## src/hdl/assert_macros.svh

```systemverilog
// Assertion macros shared by the block's RTL.
`ifndef ASSERT_MACROS_SVH
`define ASSERT_MACROS_SVH
// Implication checked every clock, off during reset.
`define ASSERT_IMPL(label, clk, rst_n, ante, cons, msg) \
  label: assert property (@(posedge clk) disable iff (!rst_n) (ante) |-> (cons)) \
    else $error(msg);
// Next-cycle implication.
`define ASSERT_NEXT(label, clk, rst_n, ante, cons, msg) \
  label: assert property (@(posedge clk) disable iff (!rst_n) (ante) |=> (cons)) \
    else $error(msg);
`endif

```

## src/hdl/bfiq_pkg.sv

```systemverilog
// Types and constants of the bloom filter block.
package bfiq_pkg;
  localparam int MAX_FILTER_BITS = 65536;
  localparam logic [1:0] CMD_INSERT = 2'd0;
  localparam logic [1:0] CMD_QUERY  = 2'd1;
  localparam logic [1:0] CMD_CLEAR  = 2'd2;
  localparam logic [0:0] REG_NUM_PROBES  = 1'b0;
  localparam logic [0:0] REG_FILTER_BITS = 1'b1;
  localparam logic [31:0] HASH_MUL  = 32'hc6a4a793;
  localparam logic [31:0] HASH_SEED = 32'hbc9f1d34;

  // controller to datapath
  typedef struct packed {
    logic load;       // capture request
    logic conv_step;  // one decimal digit
    logic hash_init;
    logic hash_add;   // add word or tail
    logic hash_mul;
    logic hash_fin;   // xor-shift
    logic probe_init; // h, delta, first modulo
    logic mod_step;   // one bit of the restoring modulo
    logic probe_next; // h += delta
    logic mem_we;     // set probed bit
    logic mem_rd;
    logic mem_chk;    // fold read data
    logic clr_step;
  } bfiq_cmd_t;

  // datapath to controller
  typedef struct packed {
    logic conv_done;
    logic last_block;  // no further whole word
    logic tail_only;   // remaining bytes 1..3
    logic no_tail;
    logic mod_done;
    logic clr_done;
  } bfiq_stat_t;
endpackage

```

## src/hdl/bfiq_ctrl.sv

```systemverilog
// Sequencer of the bloom filter block.
module bfiq_ctrl (
  input  logic                 clk_i,
  input  logic                 rst_ni,
  input  logic                 start_i,
  input  logic [1:0]           command_i,
  input  logic [4:0]           num_probes_i,
  input  bfiq_pkg::bfiq_stat_t stat_i,
  output bfiq_pkg::bfiq_cmd_t  cmd_o,
  output logic                 busy_o,
  output logic                 done_o
);
  localparam logic [3:0] S_IDLE = 4'd0, S_CONV = 4'd1, S_HINIT = 4'd2, S_HADD = 4'd3,
                         S_HMUL = 4'd4, S_HFIN = 4'd5, S_PINIT = 4'd6, S_MOD = 4'd7,
                         S_ACC = 4'd8, S_WAIT = 4'd9, S_CHK = 4'd10, S_CLR = 4'd11,
                         S_NEXT = 4'd12;
  logic [3:0] state_q, state_d;
  logic [1:0] op_q, op_d;
  logic       tail_q, tail_d;
  logic [4:0] cnt_q, cnt_d;

  always_ff @(posedge clk_i or negedge rst_ni) begin
    if (!rst_ni) begin
      state_q <= S_CLR;
      op_q    <= bfiq_pkg::CMD_CLEAR;
      tail_q  <= 1'b0;
      cnt_q   <= '0;
    end else begin
      state_q <= state_d;
      op_q    <= op_d;
      tail_q  <= tail_d;
      cnt_q   <= cnt_d;
    end
  end

  always_comb begin
    state_d = state_q;
    op_d    = op_q;
    tail_d  = tail_q;
    cnt_d   = cnt_q;
    cmd_o   = '0;
    done_o  = 1'b0;
    unique case (state_q)
      S_IDLE: begin
        if (start_i) begin
          op_d = command_i;
          cmd_o.load = 1'b1;
          priority if (command_i == bfiq_pkg::CMD_CLEAR) state_d = S_CLR;
          else if (command_i == bfiq_pkg::CMD_INSERT || command_i == bfiq_pkg::CMD_QUERY)
            state_d = S_CONV;
          else state_d = S_IDLE;
        end
      end
      S_CONV: begin
        cmd_o.conv_step = 1'b1;
        if (stat_i.conv_done) state_d = S_HINIT;
      end
      S_HINIT: begin
        cmd_o.hash_init = 1'b1;
        tail_d  = 1'b0;
        state_d = S_HADD;
      end
      S_HADD: begin
        // a word, or the tail once no whole word is left
        priority if (stat_i.last_block && stat_i.no_tail) state_d = S_PINIT;
        else begin
          cmd_o.hash_add = 1'b1;
          tail_d  = stat_i.tail_only;
          state_d = S_HMUL;
        end
      end
      S_HMUL: begin
        cmd_o.hash_mul = 1'b1;
        state_d = S_HFIN;
      end
      S_HFIN: begin
        cmd_o.hash_fin = 1'b1;
        state_d = tail_q ? S_PINIT : S_HADD;
      end
      S_PINIT: begin
        cmd_o.probe_init = 1'b1;
        cnt_d   = num_probes_i;
        state_d = S_MOD;
      end
      S_MOD: begin
        cmd_o.mod_step = 1'b1;
        if (stat_i.mod_done) state_d = S_ACC;
      end
      S_ACC: begin
        if (op_q == bfiq_pkg::CMD_INSERT) begin
          cmd_o.mem_we = 1'b1;
          state_d = S_NEXT;
        end else begin
          cmd_o.mem_rd = 1'b1;
          state_d = S_WAIT;
        end
      end
      S_WAIT: state_d = S_CHK;
      S_CHK: begin
        cmd_o.mem_chk = 1'b1;
        state_d = S_NEXT;
      end
      S_NEXT: begin
        cmd_o.probe_next = 1'b1;
        cnt_d = cnt_q - 5'd1;
        if (cnt_q == 5'd1) begin
          done_o  = (op_q == bfiq_pkg::CMD_QUERY);
          state_d = S_IDLE;
        end else state_d = S_MOD;
      end
      S_CLR: begin
        cmd_o.clr_step = 1'b1;
        if (stat_i.clr_done) state_d = S_IDLE;
      end
      default: state_d = S_IDLE;
    endcase
  end

  assign busy_o = (state_q != S_IDLE);
endmodule

```

## config.mk

```make
export PLATFORM = sky130hd
export DESIGN_NAME = bfiq_ctrl
export DESIGN_NICKNAME = d
export VERILOG_FILES = /design/src/hdl/assert_macros.svh /design/src/hdl/bfiq_pkg.sv /design/src/hdl/bfiq_ctrl.sv
export SDC_FILE = /design/constraint.sdc
export NUM_CORES = 1
export LEC_CHECK = 0
export BUFFER_PORTS_ARGS = -buffer_cell sky130_fd_sc_hd__buf_2
export CAP_MARGIN = 10
export CORE_MARGIN = 2
export CORE_UTILIZATION = 45
export CTS_CLUSTER_SIZE = 12
export DETAILED_ROUTE_END_ITERATION = 16
export GPL_TIMING_DRIVEN = 0
export HOLD_SLACK_MARGIN = 0.05
export PLACE_DENSITY = 0.75
export RECOVER_POWER = 100
export SYNTH_ARGS = -nofsm -noshare
export SYNTH_HDL_FRONTEND = slang
export SYNTH_SLANG_ARGS = --single-unit
```

## constraint.sdc

```tcl
create_clock -name clk_i -period 1.55 [get_ports clk_i]
set_input_delay 0.31 -clock clk_i [delete_from_list [all_inputs] [get_ports clk_i]]
set_output_delay 0.31 -clock clk_i [all_outputs]
set_load 0.03 [all_outputs]
```

==> impl_summary.log, run 1 <==
INFO  metric start_util = 48.6%
INFO  metric synth.distinct_cells = 45
INFO  metric synth_top_cells_by_area = dfrtp_1 21%, dfstp_2 11%, nor2_1 6.2%
INFO  metric h-tree-depth = 1
INFO  metric portBuffers = 30
INFO  metric outcome = did not finish
INFO  metric error = [ERROR DPL-0038] Utilization greater than 100%, impossible to legalize
INFO  metric synth_top_area_share = 20.8%
INFO  metric synth_seq_area_share = 31.7%
INFO  metric cts_num_sinks = 12
INFO  metric timing.worst_endpoint.kind = output port
INFO  metric place.gp.congestion = 0.905
INFO  metric floorplan.die.height = 50.3 µm
INFO  metric synth_area_leader_cell = dfrtp_1
INFO  metric syn_area_per_cell = 7.90 µm²
INFO  metric netlist_area = 963 µm²
INFO  metric last_stage_the_flow_got_to = global routing (5_1_grt)
INFO  metric last_worst_endpoint_in_the_global_route_repair_timing = done_o
INFO  metric row_count = 16
INFO  metric synth_warnings = 0
INFO  metric place.detailed.instances = 179
INFO  metric cts_max_path_buffers = 2
INFO  metric synth-seq-cells = 12
INFO  metric cts_inserted_buffers = 3
INFO  metric place.detailed.hpwl = 1990 µm
INFO  metric largest_net_degree_at_the_start_of_global_routing = 13
INFO  metric postSynthCellCount = 122
INFO  metric clockRootBuffer = clkbuf_4
INFO  metric synth_enable_flop_cells = 0
INFO  metric dieWidth = 50.3 µm
INFO  metric synth-main-ff-cell = dfrtp_1
INFO  metric postSynth.asyncResetShare = 100%
INFO  metric ios = 31
INFO  metric syn-num-nets = 140
[cell usage after synthesis (4+ instances only)]
master / n
nor2_1: 16
nand2_1: 13
dfrtp_1: 8
a21oi_1: 7
inv_1: 7
nand2b_1: 7
nand3_1: 6
nor3_1: 5
buf_2: 4
dfstp_2: 4
o21ai_0: 4
[kinds of logic after synthesis]
kind of cell / after synthesis / share of synthesized area, %
simple gates: 60 / 33.2
compound gates: 30 / 22.6
flops: 12 / 31.7
mux: 2 / 2.34
fa+ha+maj: 2 / 2.60
buf+inv: 16 / 7.53
[stage by stage]
| step | utilization (%) | worst slack (ns) | cell area, µm² | TNS, ns |
|---|---|---|---|---|
| after floorplan | - | -0.249 | 1060 | -0.585 |
| after global placement | 62.7 | -0.340 | 1240 | -2.79 |
| after detailed placement | 62.7 | -0.372 | 1240 | -3.38 |
| after CTS | 92.7 | -0.500 | 1840 | -3.92 |
[repair_timing]
action | in CTS
pin swaps | 12
buffers inserted | 33
cloned | 2
endpoints found under the setup margin | 23
hold buffers | 1
hold endpoints to repair | 8
resized for setup | 70
==> run 2: changes to the inputs <==
- CORE_AREA: not set -> 2 2 63 65
- CORE_MARGIN: 2 -> not set
- CORE_UTILIZATION: 45 -> not set
- CTS_CLUSTER_SIZE: 12 -> not set
- DIE_AREA: not set -> 0 0 65 67
- HOLD_SLACK_MARGIN: 0.05 -> not set
- PLACE_DENSITY: 0.75 -> not set
- PLACE_DENSITY_LB_ADDON: not set -> 0.15
- clock period: 1.55 -> 2 ns (I/O delays scaled with it)
==> run 2 against run 1 <==
  * The flow now finishes, with violations (negative setup slack)
  * Synthesized cell count stayed put
  * Synthesized area stayed put
==> impl_summary.log, run 2 <==
INFO  metric synth_compound_gate_area_share = 22.6% (unchanged)
INFO  metric worst-path-max-fanout = 10
INFO  metric crit_path_capture_type = output port
INFO  metric final_core_util = 39.1%
INFO  metric h-tree-depth = 1 (unchanged)
INFO  metric cts_num_sinks = 12 (unchanged)
INFO  metric tns = -0.259 ns
INFO  metric max-vdd-ir-drop = 0.457 mV
INFO  metric synth_top_area_share = 20.8% (unchanged)
INFO  metric clock_period_minus_worst_slack = 2.09 ns
INFO  metric clockRootBuffer = clkbuf_8
INFO  metric routed-via-count = 1036
INFO  metric synth-main-ff-cell = dfrtp_1
INFO  metric synth_enable_flop_cells = 0 (unchanged)
INFO  metric failed_checks = negative setup slack
INFO  metric largest_reg_flops = 5
INFO  metric cp-start-kind = flop
INFO  metric ys_top_cells_by_count = 16 x nor2_1, 13 x nand2_1, 8 x dfrtp_1
INFO  metric portBuffers = 30 (unchanged)
INFO  metric place.detailed.hpwl = 2100 µm (+5.5%)
INFO  metric timing.final.ws_setup = -0.0924 ns
INFO  metric floorplan.die.height = 67 µm (+33%)
INFO  metric yosys.area_share.adder = 2.60% (unchanged)
INFO  metric leading_cell_type_in_the_layout_fill_and_taps_excluded = buf_2
INFO  metric place.gp.congestion = 0.835 (-7.7%)
INFO  metric synth.distinct_cells = 45 (unchanged)
INFO  metric max_slew.worst_pin.slew = 0.748 ns
INFO  metric synth_warnings = 0 (unchanged)
INFO  metric synth_area_leader_cell = dfrtp_1
INFO  metric dieArea = 4360 µm²
INFO  metric cp_data_required_time = 1.60 ns
INFO  metric regMostFlops = cnt_q
INFO  metric areaGrowthSynthToFinish = 46.5%
INFO  metric route.detailed.drc = 0
INFO  metric dpl_worst_slack = -0.0277 ns (+0.344 ns)
INFO  metric timing_max_transition_violations_final = 0
INFO  metric yosys.area_share.xor_xnor = 0% (unchanged)
INFO  metric drt-initial-drc-count = 64
INFO  metric worstSetupPathType = flop to output port
INFO  metric dieWidth = 65 µm (+29%)
INFO  metric wl_per_cell = 13.4 µm
INFO  metric outcome = complete, but fails checks
INFO  metric finish.net_count = 184
INFO  metric layout.cells.most_common_list = 22 x buf_2, 17 x buf_4, 14 x nor2_1, 13 x nand2_1, 8 x a21oi_1
INFO  metric arrival = 1.69 ns
INFO  metric postSynth.asyncResetShare = 100% (unchanged)
INFO  metric seq_area = 307 µm²
INFO  metric drt_wl_total = 2850 µm
INFO  metric maxClockFrequency = 0.478 GHz
INFO  metric cts.reportedPaths.clkPinSlew = 0.06 ns
INFO  metric cts_max_path_buffers = 2 (unchanged)
INFO  metric whs = 0.201 ns
INFO  metric syn-num-nets = 140 (unchanged)
INFO  metric worstSkewPairLatency = 0.24 ns
INFO  metric total_area_of_multi_input_combinational_cells = 663 µm²
INFO  metric final_cells = 213
INFO  metric largest_net_degree_at_the_start_of_global_routing = 13
INFO  metric finalHoldViolations = 0
INFO  metric synth_top_family_by_area = simple AND/OR/NAND/NOR gates
INFO  metric grt_remaining_overflow = 0
INFO  metric filler_cell_count = 385
INFO  metric row_count = 22 (+6)
INFO  metric leakage = 0.638 nW
INFO  metric clock-skew-final = 0.000734 ns
INFO  metric grt_first_pass_wirelength = 4550 µm
INFO  metric power_per_cell_area = 1510 nW/µm²
INFO  metric grt_pass1_vias = 994
INFO  metric n_antenna_cell = 0
INFO  metric rsz0062_at_grt = yes
INFO  metric synth_top_cells_by_area = dfrtp_1 21%, dfstp_2 11%, nor2_1 6.2%
INFO  metric syn_area_per_cell = 7.90 µm² (unchanged)
INFO  metric gr-usage-all-layers = 13.5%
INFO  metric hold_class = input pin to asynchronous set/reset pin
INFO  metric cts_inserted_buffers = 3 (unchanged)
INFO  metric initial_antenna_violation_count = 0
INFO  metric multiplexer_fraction_of_the_synthesized_cell_area = 2.34% (unchanged)
INFO  metric place.detailed.instances = 200 (+12%)
INFO  metric crit-reg2reg-launch = state_q[3]$_DFFE_PN1P_
INFO  metric tritoncts = built
INFO  metric critical_path.startpoint = state_q[2]$_DFFE_PN0P_
INFO  metric postSynthCellCount = 122 (unchanged)
INFO  metric dr.pass1.iters = 4
INFO  metric maxSlewHeadroom = 50.1%
INFO  metric fin_crit_sh = 105%
INFO  metric setup_viol = 5
INFO  metric via_per_inst = 4.86
INFO  metric synthMostInstantiatedCell = nor2_1
INFO  metric drt.antenna.violating_nets = 0
INFO  metric synth_simple_gate_area_share = 33.2% (unchanged)
INFO  metric coreArea = 3610 µm²
INFO  metric synth-seq-cells = 12 (unchanged)
INFO  metric netlist_area = 963 µm² (unchanged)
INFO  metric reg_top3 = cnt_q x5, state_q x4, op_q x2
INFO  metric synth_seq_area_share = 31.7% (unchanged)
INFO  metric start_util = 26.7% (-22 points)
INFO  metric final_layout_size_suffix_gt1_share = 41.2%
INFO  metric max-cap-violations = 0
INFO  metric ios = 31 (unchanged)
-- run 2: cell counts after synthesis --
No cell type changed its count.
-- run 2: worst max-delay path, cell delays in order, from the launching register on --
cell      delay, ns
dfrtp_2        0.43
clkbuf_1       0.40
nand2b_1       0.19
nor2_1         0.20
buf_2          0.23
-- run 2: repair_timing --
| item | in CTS | in global routing |
|---|---|---|
| setup buffers | 9 | 0 |
| pin swaps | 1 | 0 |
| hold buffers | 0 | 0 |
| resized for setup | 16 | 16 |
| setup endpoints to repair | 10 | 12 |
-- run 2: final cells by class --
cell class / instances / area share [%]
multi-input cells: 94 / 47.0
flip-flops and latches: 12 / 21.7
repair buffers: 39 / 16.7
plain buffers: 8 / 4.34
well taps: 48 / 4.26
clock buffers: 4 / 3.90
inverters: 8 / 2.13
-- run 2: power breakdown --
part	leakage (nW)	internal (W)	switching [W]
clock network	0.0288	0.000174	0.0000920
logic	0.474	0.000554	0.000790
registers	0.135	0.000394	0.000126
-- run 2: final timing paths --
path	cells after the start	to	slack, ns
min in group clk_i	3	cnt_q[0]$_DFFE_PN0P_	0.39
max reg2reg	11	state_q[2]$_DFFE_PN0P_	0.11
min reg2reg	1	cnt_q[3]$_DFFE_PN0P_	0.52
min	1	op_q[0]$_DFFE_PN0P_	0.20
max	4	cmd_o[7]	-0.09
max in group asynchronous	1	state_q[2]$_DFFE_PN0P_	1.28
-- run 2: per-stage QoR --
stage	instance area, µm²	total power (W)
global route	1410	0.00230
floorplan	982	0.00137
finish	1410	0.00213
CTS	1360	0.00203
global placement	1190	0.00165
detailed placement	1190	0.00165
-- run 2: cell families (layout without fill, tap and decap cells) --
family                   Yosys count  count (layout)
adder cells (fa/ha/maj)            2               2
flip-flops                        12              12
AO/OA/AOI/OAI                     30              30
AND/OR/NAND/NOR                   60              60
multiplexers                       2               2
buffers and inverters             16              59
-- run 2: routing by layer --
metal	routed length [µm]	share of wire (%)	global-route usage (%)	up-vias
met2	1450	51	23.5	23
met5	0	0	0	-
li1	-	-	-	525
met1	1290	45	16.5	486
met4	15	0.53	5.85	0
met3	98	3.4	2.20	2
(Power assumes the default switching activity.)
